**src/fdt_pkg.sv**
```systemverilog
// Shared types, widths and constants for the frequency drift and throttle detector.
package fdt_pkg;

   localparam int WINDOW_LEN_DEFAULT = 8;

   localparam int TS_W        = 32;
   localparam int RATE_W      = 24;
   localparam int RATIO_W     = 16;
   localparam int INTERVAL_W  = 16;
   localparam int LIMIT_W     = 16;
   localparam int FRAC_W      = 14;
   localparam int CV_SCALE_W  = 32;

   localparam int CSR_INDEX_W = 2;
   localparam int CSR_DATA_W  = 24;

   localparam logic [CSR_INDEX_W-1:0] CSR_NOMINAL_RATE   = 2'd0;
   localparam logic [CSR_INDEX_W-1:0] CSR_PROBE_INTERVAL = 2'd1;
   localparam logic [CSR_INDEX_W-1:0] CSR_THROTTLE_RATIO = 2'd2;
   localparam logic [CSR_INDEX_W-1:0] CSR_CV_LIMIT       = 2'd3;

   localparam logic [RATE_W-1:0]     NOMINAL_RESET  = 24'd1;
   localparam logic [INTERVAL_W-1:0] INTERVAL_RESET = 16'd100;
   localparam logic [RATIO_W-1:0]    THROTTLE_RESET = 16'd14746;
   localparam logic [LIMIT_W-1:0]    CV_LIMIT_RESET = 16'd2621;
   localparam logic [RATIO_W-1:0]    RATIO_ONE      = 16'd16384;

   // Window count width, multiplier operand width and product width.
   function automatic int count_width(input int win);
      return $clog2(win + 1);
   endfunction

   function automatic int mpl_width(input int win);
      return 2 * RATIO_W + 2 * count_width(win);
   endfunction

   function automatic int prod_width(input int win);
      return 2 * RATIO_W + 3 * count_width(win) + CV_SCALE_W;
   endfunction

   typedef struct packed {
      logic               done;
      logic [RATIO_W-1:0] quotient;
   } fdt_div_rsp_type;

   typedef struct packed {
      logic               start;
      logic [RATIO_W-1:0] ratio;
   } fdt_win_req_type;

   typedef struct packed {
      logic done;
      logic oscillating;
   } fdt_win_rsp_type;

endpackage

```
**src/fdt_div.sv**
```systemverilog
// Bit-serial restoring divider for the saturated Q2.14 ratio.
module fdt_div (
   input  logic                        clock,
   input  logic                        reset,
   input  logic                        start,
   input  logic [fdt_pkg::RATE_W-1:0]  dividend,
   input  logic [fdt_pkg::RATE_W-1:0]  divisor,
   output fdt_pkg::fdt_div_rsp_type    rsp
);
   import fdt_pkg::*;

   localparam int STEPS = RATE_W + FRAC_W;
   localparam int CNT_W = $clog2(STEPS + 1);
   localparam logic [CNT_W-1:0] LAST_STEP = CNT_W'(STEPS - 1);

   logic              busy_ff, busy_in;
   logic              done_ff, done_in;
   logic [CNT_W-1:0]  cnt_ff, cnt_in;
   logic [RATE_W-1:0] dvd_ff, dvd_in;
   logic [RATE_W-1:0] div_ff, div_in;
   logic [RATE_W-1:0] rem_ff, rem_in;
   logic [RATIO_W-1:0] q_ff, q_in;
   logic              ovf_ff, ovf_in;
   logic [RATE_W:0]   shifted;
   logic [RATE_W:0]   diff;
   logic              geq;

   always_comb begin
      shifted = {rem_ff, dvd_ff[RATE_W-1]};
      diff    = shifted - {1'b0, div_ff};
      geq     = shifted >= {1'b0, div_ff};
      busy_in = busy_ff;
      done_in = 1'b0;
      cnt_in  = cnt_ff;
      dvd_in  = dvd_ff;
      div_in  = div_ff;
      rem_in  = rem_ff;
      q_in    = q_ff;
      ovf_in  = ovf_ff;
      if (start) begin
         dvd_in = dividend;
         div_in = divisor;
         rem_in = '0;
         ovf_in = 1'b0;
         cnt_in = '0;
         if (divisor == '0) begin
            q_in    = RATIO_ONE;
            done_in = 1'b1;
         end else begin
            q_in    = '0;
            busy_in = 1'b1;
         end
      end else if (busy_ff) begin
         dvd_in = {dvd_ff[RATE_W-2:0], 1'b0};
         rem_in = geq ? diff[RATE_W-1:0] : shifted[RATE_W-1:0];
         q_in   = {q_ff[RATIO_W-2:0], geq};
         ovf_in = ovf_ff | q_ff[RATIO_W-1];
         cnt_in = cnt_ff + 1'b1;
         if (cnt_ff == LAST_STEP) begin
            busy_in = 1'b0;
            done_in = 1'b1;
         end
      end
   end

   always_ff @(posedge clock) begin
      if (reset) begin
         busy_ff <= 1'b0;
         done_ff <= 1'b0;
         cnt_ff  <= '0;
      end else begin
         busy_ff <= busy_in;
         done_ff <= done_in;
         cnt_ff  <= cnt_in;
      end
   end

   always_ff @(posedge clock) begin
      dvd_ff <= dvd_in;
      div_ff <= div_in;
      rem_ff <= rem_in;
      q_ff   <= q_in;
      ovf_ff <= ovf_in;
   end

   assign rsp.done     = done_ff;
   assign rsp.quotient = ovf_ff ? '1 : q_ff;

endmodule

```
**src/fdt_mul.sv**
```systemverilog
// Shift-and-add multiplier, one multiplier bit per cycle, stops when the rest is zero.
module fdt_mul #(
   parameter int WINDOW_LEN = fdt_pkg::WINDOW_LEN_DEFAULT
) (
   input  logic                                              clock,
   input  logic                                              reset,
   input  logic                                              start,
   input  logic [fdt_pkg::prod_width(WINDOW_LEN)-1:0]        mcand,
   input  logic [fdt_pkg::mpl_width(WINDOW_LEN)-1:0]         mpl,
   output logic                                              done,
   output logic [fdt_pkg::prod_width(WINDOW_LEN)-1:0]        prod
);
   import fdt_pkg::*;

   localparam int PW  = prod_width(WINDOW_LEN);
   localparam int MPW = mpl_width(WINDOW_LEN);

   logic           busy_ff, busy_in;
   logic           done_ff, done_in;
   logic [PW-1:0]  acc_ff, acc_in;
   logic [PW-1:0]  mc_ff, mc_in;
   logic [MPW-1:0] mp_ff, mp_in;

   always_comb begin
      busy_in = busy_ff;
      done_in = 1'b0;
      acc_in  = acc_ff;
      mc_in   = mc_ff;
      mp_in   = mp_ff;
      if (start) begin
         busy_in = 1'b1;
         acc_in  = '0;
         mc_in   = mcand;
         mp_in   = mpl;
      end else if (busy_ff) begin
         acc_in = mp_ff[0] ? acc_ff + mc_ff : acc_ff;
         mc_in  = {mc_ff[PW-2:0], 1'b0};
         mp_in  = {1'b0, mp_ff[MPW-1:1]};
         if (mp_in == '0) begin
            busy_in = 1'b0;
            done_in = 1'b1;
         end
      end
   end

   always_ff @(posedge clock) begin
      if (reset) begin
         busy_ff <= 1'b0;
         done_ff <= 1'b0;
      end else begin
         busy_ff <= busy_in;
         done_ff <= done_in;
      end
   end

   always_ff @(posedge clock) begin
      acc_ff <= acc_in;
      mc_ff  <= mc_in;
      mp_ff  <= mp_in;
   end

   assign done = done_ff;
   assign prod = acc_ff;

endmodule

```
**src/fdt_window.sv**
```systemverilog
// Ratio ring with running sums and the sequenced coefficient of variation test.
module fdt_window #(
   parameter int WINDOW_LEN = fdt_pkg::WINDOW_LEN_DEFAULT
) (
   input  logic                         clock,
   input  logic                         reset,
   input  fdt_pkg::fdt_win_req_type     req,
   input  logic [fdt_pkg::LIMIT_W-1:0]  cv_limit,
   output fdt_pkg::fdt_win_rsp_type     rsp
);
   import fdt_pkg::*;

   localparam int NW  = count_width(WINDOW_LEN);
   localparam int IW  = $clog2(WINDOW_LEN);
   localparam int S1W = RATIO_W + NW;
   localparam int S2W = 2 * RATIO_W + NW;
   localparam int BW  = 2 * RATIO_W + 2 * NW;
   localparam int TW  = 2 * RATIO_W + 3 * NW;
   localparam int EW  = 2 * LIMIT_W + NW;
   localparam int PW  = prod_width(WINDOW_LEN);
   localparam int MPW = mpl_width(WINDOW_LEN);

   localparam logic [IW-1:0] LAST_INDEX = IW'(WINDOW_LEN - 1);
   localparam logic [NW-1:0] FULL_COUNT = NW'(WINDOW_LEN);

   localparam logic [1:0] W_IDLE  = 2'd0;
   localparam logic [1:0] W_ISSUE = 2'd1;
   localparam logic [1:0] W_WAIT  = 2'd2;

   localparam logic [2:0] OP_SQ_NEW = 3'd0;
   localparam logic [2:0] OP_SQ_OLD = 3'd1;
   localparam logic [2:0] OP_N_S2   = 3'd2;
   localparam logic [2:0] OP_S1_SQ  = 3'd3;
   localparam logic [2:0] OP_D_N    = 3'd4;
   localparam logic [2:0] OP_LIM_SQ = 3'd5;
   localparam logic [2:0] OP_E_N1   = 3'd6;
   localparam logic [2:0] OP_FINAL  = 3'd7;

   logic [RATIO_W-1:0] ring_mem [WINDOW_LEN];
   logic [RATIO_W-1:0] rd_ff;

   logic [1:0]         state_ff, state_in;
   logic [2:0]         op_ff, op_in;
   logic [IW-1:0]      idx_ff, idx_in;
   logic               full_ff, full_in;
   logic [NW-1:0]      n_ff, n_in;
   logic [S1W-1:0]     s1_ff, s1_in;
   logic [S2W-1:0]     s2_ff, s2_in;
   fdt_win_rsp_type    rsp_ff, rsp_in;

   logic [RATIO_W-1:0] new_ff, new_in;
   logic [RATIO_W-1:0] old_ff, old_in;
   logic [TW-1:0]      t_ff, t_in;
   logic [BW-1:0]      b_ff, b_in;
   logic [EW-1:0]      e_ff, e_in;

   logic [IW-1:0]      idx_next;
   logic               full_next;
   logic [S1W-1:0]     s1_upd;
   logic [S2W-1:0]     s2_upd;
   logic               push;
   logic               mul_start;
   logic [PW-1:0]      mul_mcand;
   logic [MPW-1:0]     mul_mpl;
   logic               mul_done;
   logic [PW-1:0]      mul_prod;

   fdt_mul #(.WINDOW_LEN(WINDOW_LEN)) u_mul (
      .clock (clock),
      .reset (reset),
      .start (mul_start),
      .mcand (mul_mcand),
      .mpl   (mul_mpl),
      .done  (mul_done),
      .prod  (mul_prod)
   );

   assign push      = (state_ff == W_IDLE) && req.start;
   assign mul_start = (state_ff == W_ISSUE);
   assign idx_next  = (idx_ff == LAST_INDEX) ? '0 : idx_ff + 1'b1;
   assign full_next = full_ff | (idx_ff == LAST_INDEX);
   assign s1_upd    = s1_ff + S1W'(new_ff) - S1W'(old_ff);
   assign s2_upd    = s2_ff + S2W'(t_ff) - S2W'(mul_prod);

   always_comb begin
      case (op_ff)
         OP_SQ_NEW: begin
            mul_mcand = PW'(new_ff);
            mul_mpl   = MPW'(new_ff);
         end
         OP_SQ_OLD: begin
            mul_mcand = PW'(old_ff);
            mul_mpl   = MPW'(old_ff);
         end
         OP_N_S2: begin
            mul_mcand = PW'(s2_ff);
            mul_mpl   = MPW'(n_ff);
         end
         OP_S1_SQ: begin
            mul_mcand = PW'(s1_ff);
            mul_mpl   = MPW'(s1_ff);
         end
         OP_D_N: begin
            mul_mcand = PW'(t_ff);
            mul_mpl   = MPW'(n_ff);
         end
         OP_LIM_SQ: begin
            mul_mcand = PW'(cv_limit);
            mul_mpl   = MPW'(cv_limit);
         end
         OP_E_N1: begin
            mul_mcand = PW'(e_ff);
            mul_mpl   = MPW'(n_ff - NW'(1));
         end
         OP_FINAL: begin
            mul_mcand = PW'(b_ff);
            mul_mpl   = MPW'(e_ff);
         end
         default: begin
            mul_mcand = '0;
            mul_mpl   = '0;
         end
      endcase
   end

   always_comb begin
      state_in = state_ff;
      op_in    = op_ff;
      idx_in   = idx_ff;
      full_in  = full_ff;
      n_in     = n_ff;
      s1_in    = s1_ff;
      s2_in    = s2_ff;
      rsp_in   = '0;
      new_in   = new_ff;
      old_in   = old_ff;
      t_in     = t_ff;
      b_in     = b_ff;
      e_in     = e_ff;
      case (state_ff)
         W_IDLE: begin
            if (req.start) begin
               new_in   = req.ratio;
               old_in   = full_ff ? rd_ff : '0;
               idx_in   = idx_next;
               full_in  = full_next;
               n_in     = full_next ? FULL_COUNT : NW'(idx_next);
               op_in    = OP_SQ_NEW;
               state_in = W_ISSUE;
            end
         end
         W_ISSUE: begin
            state_in = W_WAIT;
         end
         W_WAIT: begin
            if (mul_done) begin
               op_in    = op_ff + 1'b1;
               state_in = W_ISSUE;
               case (op_ff)
                  OP_SQ_NEW: t_in = TW'(mul_prod);
                  OP_SQ_OLD: begin
                     s1_in = s1_upd;
                     s2_in = s2_upd;
                     // too few entries or an all-zero window: no oscillation
                     if ((n_ff < NW'(2)) || (s1_upd == '0)) begin
                        rsp_in.done = 1'b1;
                        state_in    = W_IDLE;
                     end
                  end
                  OP_N_S2: t_in = TW'(mul_prod);
                  OP_S1_SQ: begin
                     b_in = BW'(mul_prod);
                     t_in = t_ff - TW'(mul_prod);
                  end
                  OP_D_N:    t_in = TW'(mul_prod);
                  OP_LIM_SQ: e_in = EW'(mul_prod);
                  OP_E_N1:   e_in = EW'(mul_prod);
                  OP_FINAL: begin
                     rsp_in.done        = 1'b1;
                     rsp_in.oscillating = {t_ff, {CV_SCALE_W{1'b0}}} > mul_prod;
                     state_in           = W_IDLE;
                  end
                  default: state_in = W_IDLE;
               endcase
            end
         end
         default: state_in = W_IDLE;
      endcase
   end

   always_ff @(posedge clock) begin
      if (reset) begin
         state_ff <= W_IDLE;
         op_ff    <= OP_SQ_NEW;
         idx_ff   <= '0;
         full_ff  <= 1'b0;
         n_ff     <= '0;
         s1_ff    <= '0;
         s2_ff    <= '0;
         rsp_ff   <= '0;
      end else begin
         state_ff <= state_in;
         op_ff    <= op_in;
         idx_ff   <= idx_in;
         full_ff  <= full_in;
         n_ff     <= n_in;
         s1_ff    <= s1_in;
         s2_ff    <= s2_in;
         rsp_ff   <= rsp_in;
      end
   end

   always_ff @(posedge clock) begin
      new_ff <= new_in;
      old_ff <= old_in;
      t_ff   <= t_in;
      b_ff   <= b_in;
      e_ff   <= e_in;
   end

   always_ff @(posedge clock) begin
      if (push) begin
         ring_mem[idx_ff] <= req.ratio;
      end
      rd_ff <= ring_mem[idx_ff];
   end

   assign rsp = rsp_ff;

endmodule

```
**src/freq_drift_throttle_detector_top.sv**
```systemverilog
// Frequency drift and throttle detector: top level with channels, registers and sequencing.
//
// Request channel (req_): a timestamped rate measurement; an item is taken when req_valid
// is high and req_stall low. Response channel (rsp_): one result item per request item,
// taken when rsp_valid is high and rsp_stall low. csr_ writes one of four registers.
// An item arriving before the probe interval has elapsed is answered with the held
// results and rsp_accepted low; rsp_valid rises once ST_EMIT loads the output register.
// An accepted item runs a bit-serial divider (one quotient bit a cycle) and then up to
// eight products on one shared shift-and-add multiplier, one multiplier bit a cycle;
// operand widths set most of the time. One item is in work at a time; req_stall is
// high from acceptance until the result is placed in the output register. A result
// waiting under rsp_stall holds the output register; the block may take the next item
// meanwhile and holds its result until the output register frees.
// Reset (synchronous, active high) restores the register defaults, empties the window
// and marks that no probe has been taken yet, so the first item is always accepted.
module freq_drift_throttle_detector_top #(
   parameter int WINDOW_LEN = fdt_pkg::WINDOW_LEN_DEFAULT
) (
   input  logic                             clock,
   input  logic                             reset,
   input  logic                             req_valid,
   output logic                             req_stall,
   input  logic [fdt_pkg::TS_W-1:0]         req_timestamp_ms,
   input  logic [fdt_pkg::RATE_W-1:0]       req_measured_rate,
   output logic                             rsp_valid,
   input  logic                             rsp_stall,
   output logic [fdt_pkg::RATIO_W-1:0]      rsp_ratio,
   output logic [fdt_pkg::RATE_W-1:0]       rsp_current_rate,
   output logic                             rsp_throttled,
   output logic                             rsp_oscillating,
   output logic                             rsp_accepted,
   input  logic                             csr_write,
   input  logic [fdt_pkg::CSR_INDEX_W-1:0]  csr_index,
   input  logic [fdt_pkg::CSR_DATA_W-1:0]   csr_wdata
);
   import fdt_pkg::*;

   localparam logic [1:0] ST_IDLE = 2'd0;
   localparam logic [1:0] ST_DIV  = 2'd1;
   localparam logic [1:0] ST_WIN  = 2'd2;
   localparam logic [1:0] ST_EMIT = 2'd3;

   logic [RATE_W-1:0]     nominal_ff;
   logic [INTERVAL_W-1:0] interval_ff;
   logic [RATIO_W-1:0]    throttle_ff;
   logic [LIMIT_W-1:0]    cv_limit_ff;

   logic [1:0]         state_ff, state_in;
   logic               have_probe_ff, have_probe_in;
   logic [TS_W-1:0]    last_probe_ff, last_probe_in;
   logic [RATIO_W-1:0] held_ratio_ff, held_ratio_in;
   logic [RATE_W-1:0]  held_rate_ff, held_rate_in;
   logic               held_thr_ff, held_thr_in;
   logic               held_osc_ff, held_osc_in;
   logic               acc_ff, acc_in;
   logic               rsp_valid_ff, rsp_valid_in;

   logic [TS_W-1:0]    ts_ff, ts_in;
   logic [RATE_W-1:0]  rate_ff, rate_in;
   logic [RATIO_W-1:0] ratio_ff, ratio_in;
   logic [RATIO_W-1:0] rsp_ratio_ff, rsp_ratio_in;
   logic [RATE_W-1:0]  rsp_rate_ff, rsp_rate_in;
   logic               rsp_thr_ff, rsp_thr_in;
   logic               rsp_osc_ff, rsp_osc_in;
   logic               rsp_acc_ff, rsp_acc_in;

   logic               take_in;
   logic [TS_W-1:0]    elapsed;
   logic               take_probe;
   logic               div_start;
   fdt_div_rsp_type    div_rsp;
   fdt_win_req_type    win_req;
   fdt_win_rsp_type    win_rsp;
   logic               out_free;

   fdt_div u_div (
      .clock    (clock),
      .reset    (reset),
      .start    (div_start),
      .dividend (req_measured_rate),
      .divisor  (nominal_ff),
      .rsp      (div_rsp)
   );

   fdt_window #(.WINDOW_LEN(WINDOW_LEN)) u_window (
      .clock    (clock),
      .reset    (reset),
      .req      (win_req),
      .cv_limit (cv_limit_ff),
      .rsp      (win_rsp)
   );

   assign req_stall  = (state_ff != ST_IDLE);
   assign take_in    = req_valid && !req_stall;
   assign elapsed    = req_timestamp_ms - last_probe_ff;
   assign take_probe = !have_probe_ff || (elapsed >= TS_W'(interval_ff));
   assign div_start  = take_in && take_probe;
   assign out_free   = !rsp_valid_ff || !rsp_stall;

   assign win_req.start = (state_ff == ST_DIV) && div_rsp.done;
   assign win_req.ratio = div_rsp.quotient;

   always_ff @(posedge clock) begin
      if (reset) begin
         nominal_ff  <= NOMINAL_RESET;
         interval_ff <= INTERVAL_RESET;
         throttle_ff <= THROTTLE_RESET;
         cv_limit_ff <= CV_LIMIT_RESET;
      end else if (csr_write) begin
         case (csr_index)
            CSR_NOMINAL_RATE:   nominal_ff  <= csr_wdata;
            CSR_PROBE_INTERVAL: interval_ff <= csr_wdata[INTERVAL_W-1:0];
            CSR_THROTTLE_RATIO: throttle_ff <= csr_wdata[RATIO_W-1:0];
            CSR_CV_LIMIT:       cv_limit_ff <= csr_wdata[LIMIT_W-1:0];
            default: ;
         endcase
      end
   end

   always_comb begin
      state_in      = state_ff;
      have_probe_in = have_probe_ff;
      last_probe_in = last_probe_ff;
      held_ratio_in = held_ratio_ff;
      held_rate_in  = held_rate_ff;
      held_thr_in   = held_thr_ff;
      held_osc_in   = held_osc_ff;
      acc_in        = acc_ff;
      rsp_valid_in  = rsp_valid_ff && rsp_stall;
      ts_in         = ts_ff;
      rate_in       = rate_ff;
      ratio_in      = ratio_ff;
      rsp_ratio_in  = rsp_ratio_ff;
      rsp_rate_in   = rsp_rate_ff;
      rsp_thr_in    = rsp_thr_ff;
      rsp_osc_in    = rsp_osc_ff;
      rsp_acc_in    = rsp_acc_ff;
      case (state_ff)
         ST_IDLE: begin
            if (take_in) begin
               if (take_probe) begin
                  ts_in    = req_timestamp_ms;
                  rate_in  = req_measured_rate;
                  state_in = ST_DIV;
               end else begin
                  acc_in   = 1'b0;
                  state_in = ST_EMIT;
               end
            end
         end
         ST_DIV: begin
            if (div_rsp.done) begin
               ratio_in = div_rsp.quotient;
               state_in = ST_WIN;
            end
         end
         ST_WIN: begin
            if (win_rsp.done) begin
               held_ratio_in = ratio_ff;
               held_rate_in  = rate_ff;
               held_thr_in   = ratio_ff < throttle_ff;
               held_osc_in   = win_rsp.oscillating;
               last_probe_in = ts_ff;
               have_probe_in = 1'b1;
               acc_in        = 1'b1;
               state_in      = ST_EMIT;
            end
         end
         ST_EMIT: begin
            if (out_free) begin
               rsp_valid_in = 1'b1;
               rsp_ratio_in = held_ratio_ff;
               rsp_rate_in  = held_rate_ff;
               rsp_thr_in   = held_thr_ff;
               rsp_osc_in   = held_osc_ff;
               rsp_acc_in   = acc_ff;
               state_in     = ST_IDLE;
            end
         end
         default: state_in = ST_IDLE;
      endcase
   end

   always_ff @(posedge clock) begin
      if (reset) begin
         state_ff      <= ST_IDLE;
         have_probe_ff <= 1'b0;
         last_probe_ff <= '0;
         held_ratio_ff <= RATIO_ONE;
         held_rate_ff  <= '0;
         held_thr_ff   <= 1'b0;
         held_osc_ff   <= 1'b0;
         acc_ff        <= 1'b0;
         rsp_valid_ff  <= 1'b0;
      end else begin
         state_ff      <= state_in;
         have_probe_ff <= have_probe_in;
         last_probe_ff <= last_probe_in;
         held_ratio_ff <= held_ratio_in;
         held_rate_ff  <= held_rate_in;
         held_thr_ff   <= held_thr_in;
         held_osc_ff   <= held_osc_in;
         acc_ff        <= acc_in;
         rsp_valid_ff  <= rsp_valid_in;
      end
   end

   always_ff @(posedge clock) begin
      ts_ff        <= ts_in;
      rate_ff      <= rate_in;
      ratio_ff     <= ratio_in;
      rsp_ratio_ff <= rsp_ratio_in;
      rsp_rate_ff  <= rsp_rate_in;
      rsp_thr_ff   <= rsp_thr_in;
      rsp_osc_ff   <= rsp_osc_in;
      rsp_acc_ff   <= rsp_acc_in;
   end

   assign rsp_valid        = rsp_valid_ff;
   assign rsp_ratio        = rsp_ratio_ff;
   assign rsp_current_rate = rsp_rate_ff;
   assign rsp_throttled    = rsp_thr_ff;
   assign rsp_oscillating  = rsp_osc_ff;
   assign rsp_accepted     = rsp_acc_ff;

   a_one_item: assert property (@(posedge clock) disable iff (reset)
      take_in |=> req_stall)
      else $error("item taken while another is in work");

   a_div_done: assert property (@(posedge clock) disable iff (reset)
      div_rsp.done |-> (state_ff == ST_DIV))
      else $error("divider finished outside its phase");

   a_win_done: assert property (@(posedge clock) disable iff (reset)
      win_rsp.done |-> (state_ff == ST_WIN))
      else $error("window test finished outside its phase");

   a_probe_seen: assert property (@(posedge clock) disable iff (reset)
      (rsp_valid_ff && rsp_acc_ff) |-> have_probe_ff)
      else $error("accepted result without a recorded probe");

endmodule

```
**config.mk**
```make
export PLATFORM = sky130hd
export DESIGN_NAME = freq_drift_throttle_detector_top
export DESIGN_NICKNAME = d
export VERILOG_FILES = /design/src/fdt_pkg.sv /design/src/fdt_div.sv /design/src/fdt_mul.sv /design/src/fdt_window.sv /design/src/freq_drift_throttle_detector_top.sv
export SDC_FILE = /design/constraint.sdc
export NUM_CORES = 2
export LEC_CHECK = 0
export BUFFER_PORTS_ARGS = -buffer_cell sky130_fd_sc_hd__buf_4
export CORE_MARGIN = 5
export CORE_UTILIZATION = 45
export CTS_BUF_LIST = sky130_fd_sc_hd__clkbuf_2
export DETAILED_ROUTE_END_ITERATION = 16
export GPL_TIMING_DRIVEN = 0
export HOLD_SLACK_MARGIN = 0.08
export MAX_ROUTING_LAYER = met4
export PLACE_DENSITY = 0.71
export SLEW_MARGIN = 10
export SYNTH_ARGS = -nofsm -noshare
export SYNTH_HDL_FRONTEND = slang
export SYNTH_SLANG_ARGS = --single-unit
export TNS_END_PERCENT = 5
```
**constraint.sdc**
```tcl
create_clock -name clock -period 16.8 [get_ports clock]
set_input_delay 1.68 -clock clock [delete_from_list [all_inputs] [get_ports clock]]
set_output_delay 1.68 -clock clock [all_outputs]
set_load 0.03 [all_outputs]
```
Yosys cells after proc, flatten, opt, wreduce, memory -nomap -nowiden
Memory sizes are Yosys's and may differ from the RTL's. A register that Yosys moved wholly into a read port is not among the register bits.
Index checks and enable logic that the tools add are counted.
{ "word_totals": {"ramBits": 128, "ff_bits": 780, "memories": 1, "input_bits": 87, "wordCells": 199, "output_inout_bits": 45} }
{ "mem_list": {"columns": ["memory", "depth", "word_bits", "rd", "rd_ports_with_merged_regs", "wr", "line_no", "source"], "rows": [
  ["u_window.ring_mem", 8, 16, 1, 1, 1, "fdt_window.sv:39", "logic [RATIO_W-1:0] ring_mem [WINDOW_LEN];"]
]} }
{ "classes": {"eq_ne": 25, "addsub": 12, "magnitude_cmp": 5, "reduce_logical": 50, "n_bitwise": 6, "n_mux": 52} }
{ "ops": {"columns": ["op", "n"], "rows": [
  ["76-bit case mux with 8 select lines", 1],
  ["40-bit case mux with 7 select lines", 1],
  ["76-bit 2-to-1 mux", 2],
  ["44-bit case mux with 2 select lines", 1],
  ["40-bit 2-to-1 mux", 2],
  ["76-bit adder", 1],
  ["76-bit greater-than comparator", 1],
  ["24-bit 2-to-1 mux", 3],
  ["16-bit 2-to-1 mux", 3],
  ["44-bit subtractor", 1],
  ["39-bit logical NOT", 1],
  ["36-bit adder", 1],
  ["36-bit subtractor", 1],
  ["32-bit by 16-bit >= comparator with 1-bit output", 1],
  ["32-bit subtractor", 1],
  ["25-bit by 24-bit >= comparator with 1-bit output", 1],
  ["24-bit logical NOT", 1],
  ["24-bit subtractor", 1],
  ["1-bit 2-to-1 mux", 21],
  ["20-bit by 16-bit adder with 20-bit output", 1],
  ["20-bit logical NOT", 1],
  ["2-bit AND reduction", 10],
  ["20-bit by 16-bit subtractor with 20-bit output", 1],
  ["3-bit AND reduction", 6],
  ["34 further kinds", 86]
]} }

Longest topological paths before layout
{ "depth": {"depth_word": 8, "mapped_depth": 23, "depth_no_buf": 21} }

Modules after synthesis
A second synthesis with hierarchy kept.
{ "hier_totals": {"cells_unflattened": 5346, "area_unflattened_um2": 51983.6} }
{ "modules_own_cells": {"columns": ["mod", "seq_area_each_um2", "cells_per_inst", "instances", "area_per_inst_um2"], "rows": [
  ["fdt_window", 10129.7, 2312, 1, 22510.3],
  ["fdt_mul", 5044.8, 1272, 1, 12180.4],
  ["freq_drift_throttle_detector_top", 6476.2, 1267, 1, 12002.8],
  ["fdt_div", 2582.5, 495, 1, 5290.1]
]} }

Worst setup path before layout
OpenSTA, ideal clock, no wires.
{ "synth_timing": {"kind": "input-to-reg", "start": "in req_timestamp_ms[1] (netlist bit)", "end": "reg rate_ff[0], enable pin", "t_required_ns": 16.288, "arrival_ns": 5.937, "slack_ns": 10.351, "path_stages": 19, "path_buffers": 0, "cell_sequence": "ha_1 -> nor2b_1 -> o31ai_1 -> a211oi_1 -> nor2_1 -> o21ai_0 -> a31oi_1 -> xnor2_1 -> ha_1 -> a21oi_1 -> nor2b_1 -> o21ai_0 -> nand4_1 -> or3_1 -> or3_1 -> a2111oi_2 -> and4_1 -> o2111ai_2 -> and3_1"} }
{ "synth_between": {"elab_chain_len": 4} }
{ "synth_rtl": {"columns": ["element", "line_no", "source"], "rows": [
  ["start: declaration", "freq_drift_throttle_detector_top.sv:23", "input logic [fdt_pkg::TS_W-1:0] req_timestamp_ms,"],
  ["32-bit subtractor", "freq_drift_throttle_detector_top.sv:95", "assign elapsed = req_timestamp_ms - last_probe_ff;"],
  ["32-bit by 16-bit >= comparator with 1-bit output", "freq_drift_throttle_detector_top.sv:96", "assign take_probe = !have_probe_ff || (elapsed >= TS_W'(interval_ff));"],
  ["1-bit logical OR", "freq_drift_throttle_detector_top.sv:96", null],
  ["3-bit AND reduction (no source line)", null, null],
  ["end signal: assignment", "freq_drift_throttle_detector_top.sv:210", "rate_ff <= rate_in;"],
  ["end: declaration", "freq_drift_throttle_detector_top.sv:59", "logic [RATE_W-1:0] rate_ff, rate_in;"]
]} }
Every way passes these cells.
A chain may end at the register's enable or synchronous reset.

Final worst setup path
{ "layout_timing": {"start": "in req_timestamp_ms[1] (netlist bit)", "end": "reg u_div.dvd_ff[12], enable pin"} }
{ "layout_between": {"elab_chain_len": 5} }
{ "layout_rtl": {"columns": ["element", "line_no", "source"], "rows": [
  ["32-bit subtractor", "freq_drift_throttle_detector_top.sv:95", null],
  ["32-bit by 16-bit >= comparator with 1-bit output", "freq_drift_throttle_detector_top.sv:96", null],
  ["1-bit logical OR", "freq_drift_throttle_detector_top.sv:96", null],
  ["1-bit logical AND", "freq_drift_throttle_detector_top.sv:97", "assign div_start = take_in && take_probe;"],
  ["2-bit nonzero test (no source line)", null, null],
  ["end signal: assignment", "fdt_div.sv:79", "dvd_ff <= dvd_in;"],
  ["end: declaration", "fdt_div.sv:19", "logic [RATE_W-1:0] dvd_ff, dvd_in;"]
]} }
Every way passes these cells.

==> reports/results.env <==
RUN_STATUS='completed'
DETAILROUTE.VIA_COUNT=42300
DP_HPWL_MM=120
INITIALDRTVIOLATIONCOUNT=4256
POST_DETAILED_ROUTE_DRC_MARKER_COUNT=0
DETAIL_ROUTE.VIAS_PER_CELL=5.75
POWER_DENSITY_nW_PER_UM2=101
FINAL_NETS=6105
LAYOUT_CELL_SHARE_WITH_DRIVE_STRENGTH_BEYOND_1=0.108
POST-ROUTE-PERIOD-UTIL=0.418
POWER.LEAKAGE_nW=22.0
LAYOUT.CELLS.MOST_COMMON_LIST='nand2_1 (744), edfxtp_1 (575), a21oi_1 (505), inv_1 (441), dfxtp_1 (348)'
DPL-INSTANCE-AREA_UM2=53800
SYN-MEAN-INSTANCE-AREA_UM2=9.67
TOTALPOWERFINAL_mW=5.67
YS_TYPES=90
IR_DROP_mV=0.105
DIEWIDTH_UM=346
CRITPATHMAXSTAGEDELAY_NS=0.78
CLK_PIN_SLEW_NS=0.13
TRACK_USAGE=0.267
CTS-ROOT-TO-SINK-BUFFERS=3
ACHIEVABLE-FREQUENCY_MHz=142
CLOCK_SINKS=923
CTS_POST_SETUP_BUFFERS_INSERTED=0
DIEAREA_UM2=120000
SYNTH_FP_NETS=5703
CAP_VIOLATIONS=0
CRITICAL-PATH-SLOWEST-CELL='or2_2'
CTS.HTREE.LEVELS=4
PATH_DELAY_FAMILY='simple AND/OR/NAND/NOR gates'
FINAL_CELL_AREA_UM2=56400
DRT_PRE_ANTENNA_ITERS=7
SETUP-TNS-FINAL_NS=0
IO-PIN-COUNT=132
TIMING.CRITICAL_PATH.FANOUT_MAX=40
YOSYS_REGISTER_BITS=923
R2R-START='last_probe_ff[1]'
WORST-R2R-CELL-COUNT=22
YS_ASYNC_SR_FRACTION=0
WORST_HOLD_SLACK_NS=0.257
WORST_HOLD_PATH.NUM_CELLS=3
WORSTSETUPENDPOINTTYPE='flip-flop'
TIGHTESTPINTRANSITION_NS=1.30
INITIAL_UTILIZATION=0.452
FLOORPLAN.CORE_AREA_UM2=112000
FINAL_MAX_SLEW_VIOL_COUNT=0
GRT_OVERFLOW_TOTAL=0
PIN_COUNT_OF_THE_BIGGEST_NET_ENTERING_GLOBAL_ROUTING=62
SYNTH_EDF_COUNT=575
SYNTH.YOSYS.WARNINGS=0
TIMING.HOLD.WORST.CLASS='in -> reg'
VIAS_IN_THE_FIRST_GLOBAL_ROUTE=40500
SETUP_VIOLATIONS=0
DETAIL_ROUTE.WL_PER_CELL_UM=21.8
REG2REG_TO='u_div.dvd_ff[12]'
NETLIST_AREA_UM2=50700
TIMING.SLEW.HEADROOM=0.130
PORT-BUFFER-COUNT=130
WORSTSETUPSTARTPOINTTYPE='input pin'
REG2REG_SETUP_SLACK_NS=10.03
GRT_PASS1_WL_MM=241
NUM_ROWS=123
CTSROOTBUFFERMASTER='clkbuf_2'
STARTPOINT_OF_THE_WORST_HOLD_PATH='csr_wdata[8]'
CRITPATHARRIVALTIME_NS=8.18
ANTENNA_VIOLATIONS_BEFORE_REPAIR=10
CLOCK_SKEW_NS=0.204
CP_NUM_BUF_INV=3
CTS_REPAIR_RESIZE_COUNT=0
FINAL-HOLD-VIOLATION-COUNT=0
CRITICALPATHCATEGORY='in -> reg'
SYNTH.YOSYS.SEQ_AREA_SHARE=0.478
TRITONCTS.NUM_BUFFERS=232
CLK-INSERTION-DELAY-LATE_NS=1.75
CTS_TREE='built'
SYN_INST=5242
DIE_HEIGHT_UM=346
CP_CELL_SEQUENCE='dlygate4sd3_1, buf_4, ha_1, nor2b_1, o31ai_1, a211oi_1, nor2_1, o21ai_0, a31oi_1, xnor2_1, ha_1, a21oi_1, nor2b_1, o21ai_0, nand4_1, or3_1, or3_1, a2111oi_2, and4_1, o2111ai_2, and3_4, clkbuf_1, or2_2'
SYNTHTOLAYOUTAREAGROWTH_PCT=11.2
GP_CONGESTION=0.995
TIMING.FINAL.CRIT_PERIOD_NS=7.02
WIRE_LENGTH_REPORTED_BY_THE_DETAILED_ROUTER_MM=160
HOLD-PATH-ENDPOINT='nominal_ff[8]'
SYNTH_FLOP_CELL='edfxtp_1'
RSZ_0062_RAISED_AFTER_GLOBAL_ROUTING='false'
LAYOUT.CELLS.MOST_COMMON='nand2_1'
ANT_NETS=0
CP_DATA_REQUIRED_TIME_NS=17.96
flip-flops by register name, indices dropped and copies added (netlist names), 20 cells and up:
register and cells:
rsp_current_rate 24, u_window.b_ff 40, u_window.ring_mem 128, u_window.u_mul.mc_ff 76
u_div.rem_ff 24, u_window.t_ff 44, u_window.u_mul.prod 76, u_div.dvd_ff 24
held_rate_ff 24, nominal_ff 24, u_window.u_mul.mp_ff 40, ts_ff 32
u_div.div_ff 24, u_window.s2_ff 36, last_probe_ff 32, u_window.s1_ff 20
u_window.e_ff 36, rate_ff 24
per-stage QoR:
| stage | utilization | std cells | setup WS (ns) |
|---|---|---|---|
| 2_1_floorplan | - | 5242 | 10.35 |
| 3_3_place_gp | 0.477 | 6872 | 8.85 |
| 3_5_place_dp | 0.479 | 6880 | 8.84 |
| 4_1_cts | 0.502 | 7354 | 9.95 |
| 5_1_grt | 0.503 | 7363 | 9.62 |
| 6_report | 0.503 | 7365 | 9.78 |
worst max path at each step:
stage	from	endpoint	slack, ns	cells after the start
CTS	req_timestamp_ms[0]	u_div.dvd_ff[13]	9.95	23
global route	req_timestamp_ms[2]	u_div.dvd_ff[14]	9.62	22
finish	req_timestamp_ms[1]	u_div.dvd_ff[12]	9.78	23
floorplan	req_timestamp_ms[1]	rate_ff[0]	10.35	19
detailed placement	req_timestamp_ms[0]	u_div.dvd_ff[12]	8.84	22
global placement	req_timestamp_ms[0]	ts_ff[24]	8.85	20
report_power, final:
group	leakage, nW	internal, mW	total [mW]	switching (mW)
Combinational	12.2	0.491	1.26	0.766
Clock	1.69	0.603	1.63	1.03
Sequential	8.09	2.67	2.78	0.117
cells in the mapped netlist, drive strengths merged (14+ instances only):
library cell  number  area share
mux2i             28      0.0055
nand3             94      0.0093
a222oi            32      0.0063
o211ai            29      0.0043
o21a              38      0.0056
edfxtp           575        0.34
inv              441       0.033
nor4              32      0.0039
a221o             18      0.0036
o31ai             32      0.0047
nor3b             15      0.0022
o21bai            31      0.0046
ha               319       0.079
a21oi            505       0.050
mux2              43       0.010
clkbuf           228       0.017
a2111oi           17      0.0037
and3              33      0.0043
a211o             14      0.0024
o21ai            278       0.027
nand2b            51      0.0063
or3               18      0.0022
nor2             240       0.018
nor2b             53      0.0065
xor2              68       0.012
a22o              14      0.0024
or2               33      0.0041
nand4             66      0.0081
a221oi            15      0.0029
a31oi             30      0.0038
and2              79      0.0098
nand2            744       0.055
a21o             140       0.021
fa                55       0.022
xnor2            103       0.018
a211oi            50      0.0074
dfxtp            348        0.14
nor3              80      0.0079
a22oi             95       0.014
buf               21      0.0020
repair_timing:
action                                  in CTS  in global routing
hold buffers                                30                  0
endpoints found under the setup margin       0                  0
endpoints found under the hold margin       30                  0
worst register-to-register path: stages (launching register included):
cell and delay (ns):
dfxtp_1 0.40, inv_1 0.06, ha_1 0.26, nor2b_1 0.14, o31ai_1 0.47, a211oi_1 0.22
nor2_1 0.20, o21ai_0 0.17, a31oi_1 0.23, xnor2_1 0.15, ha_1 0.27, a21oi_1 0.15
nor2b_1 0.06, o21ai_0 0.27, nand4_1 0.15, or3_1 0.38, or3_1 0.32, a2111oi_2 0.28
and4_1 0.29, o2111ai_2 0.29, and3_4 0.32, clkbuf_1 0.33, or2_2 0.78
area by class of cell:
type / instances / area (um^2)
multi-input cells: 3629 / 23900
clock inverters: 111 / 616
fillers: 10400 / 55800
inverters: 441 / 1660
flip-flops and latches: 923 / 24200
clock buffers: 333 / 1670
repair buffers: 168 / 1440
plain buffers: 249 / 958
diodes: 11 / 27.5
well taps: 1500 / 1880
cells by family (layout without fill, tap and decap cells):
family	Yosys count	after routing	share of synthesized area
AO/OA/AOI/OAI	1429	1429	0.180
adder cells (fa/ha/maj)	374	374	0.100
other	0	11	0
multiplexers	71	71	0.0157
XOR/XNOR	171	171	0.0295
flip-flops	923	923	0.478
AND/OR/NAND/NOR	1584	1584	0.145
buffers and inverters	690	1302	0.0515
routing by layer:
metal / share of wire / wire length (um) / GRT usage / vias to the layer above
met5: 0 / 0 / - / -
met4: 0.039 / 6200 / 0.0964 / 0
met3: 0.10 / 16600 / 0.0711 / 371
met2: 0.44 / 70800 / 0.407 / 1954
met1: 0.42 / 66800 / 0.345 / 20200
li1: - / - / - / 19800
Power figures use the tool's default switching activity.
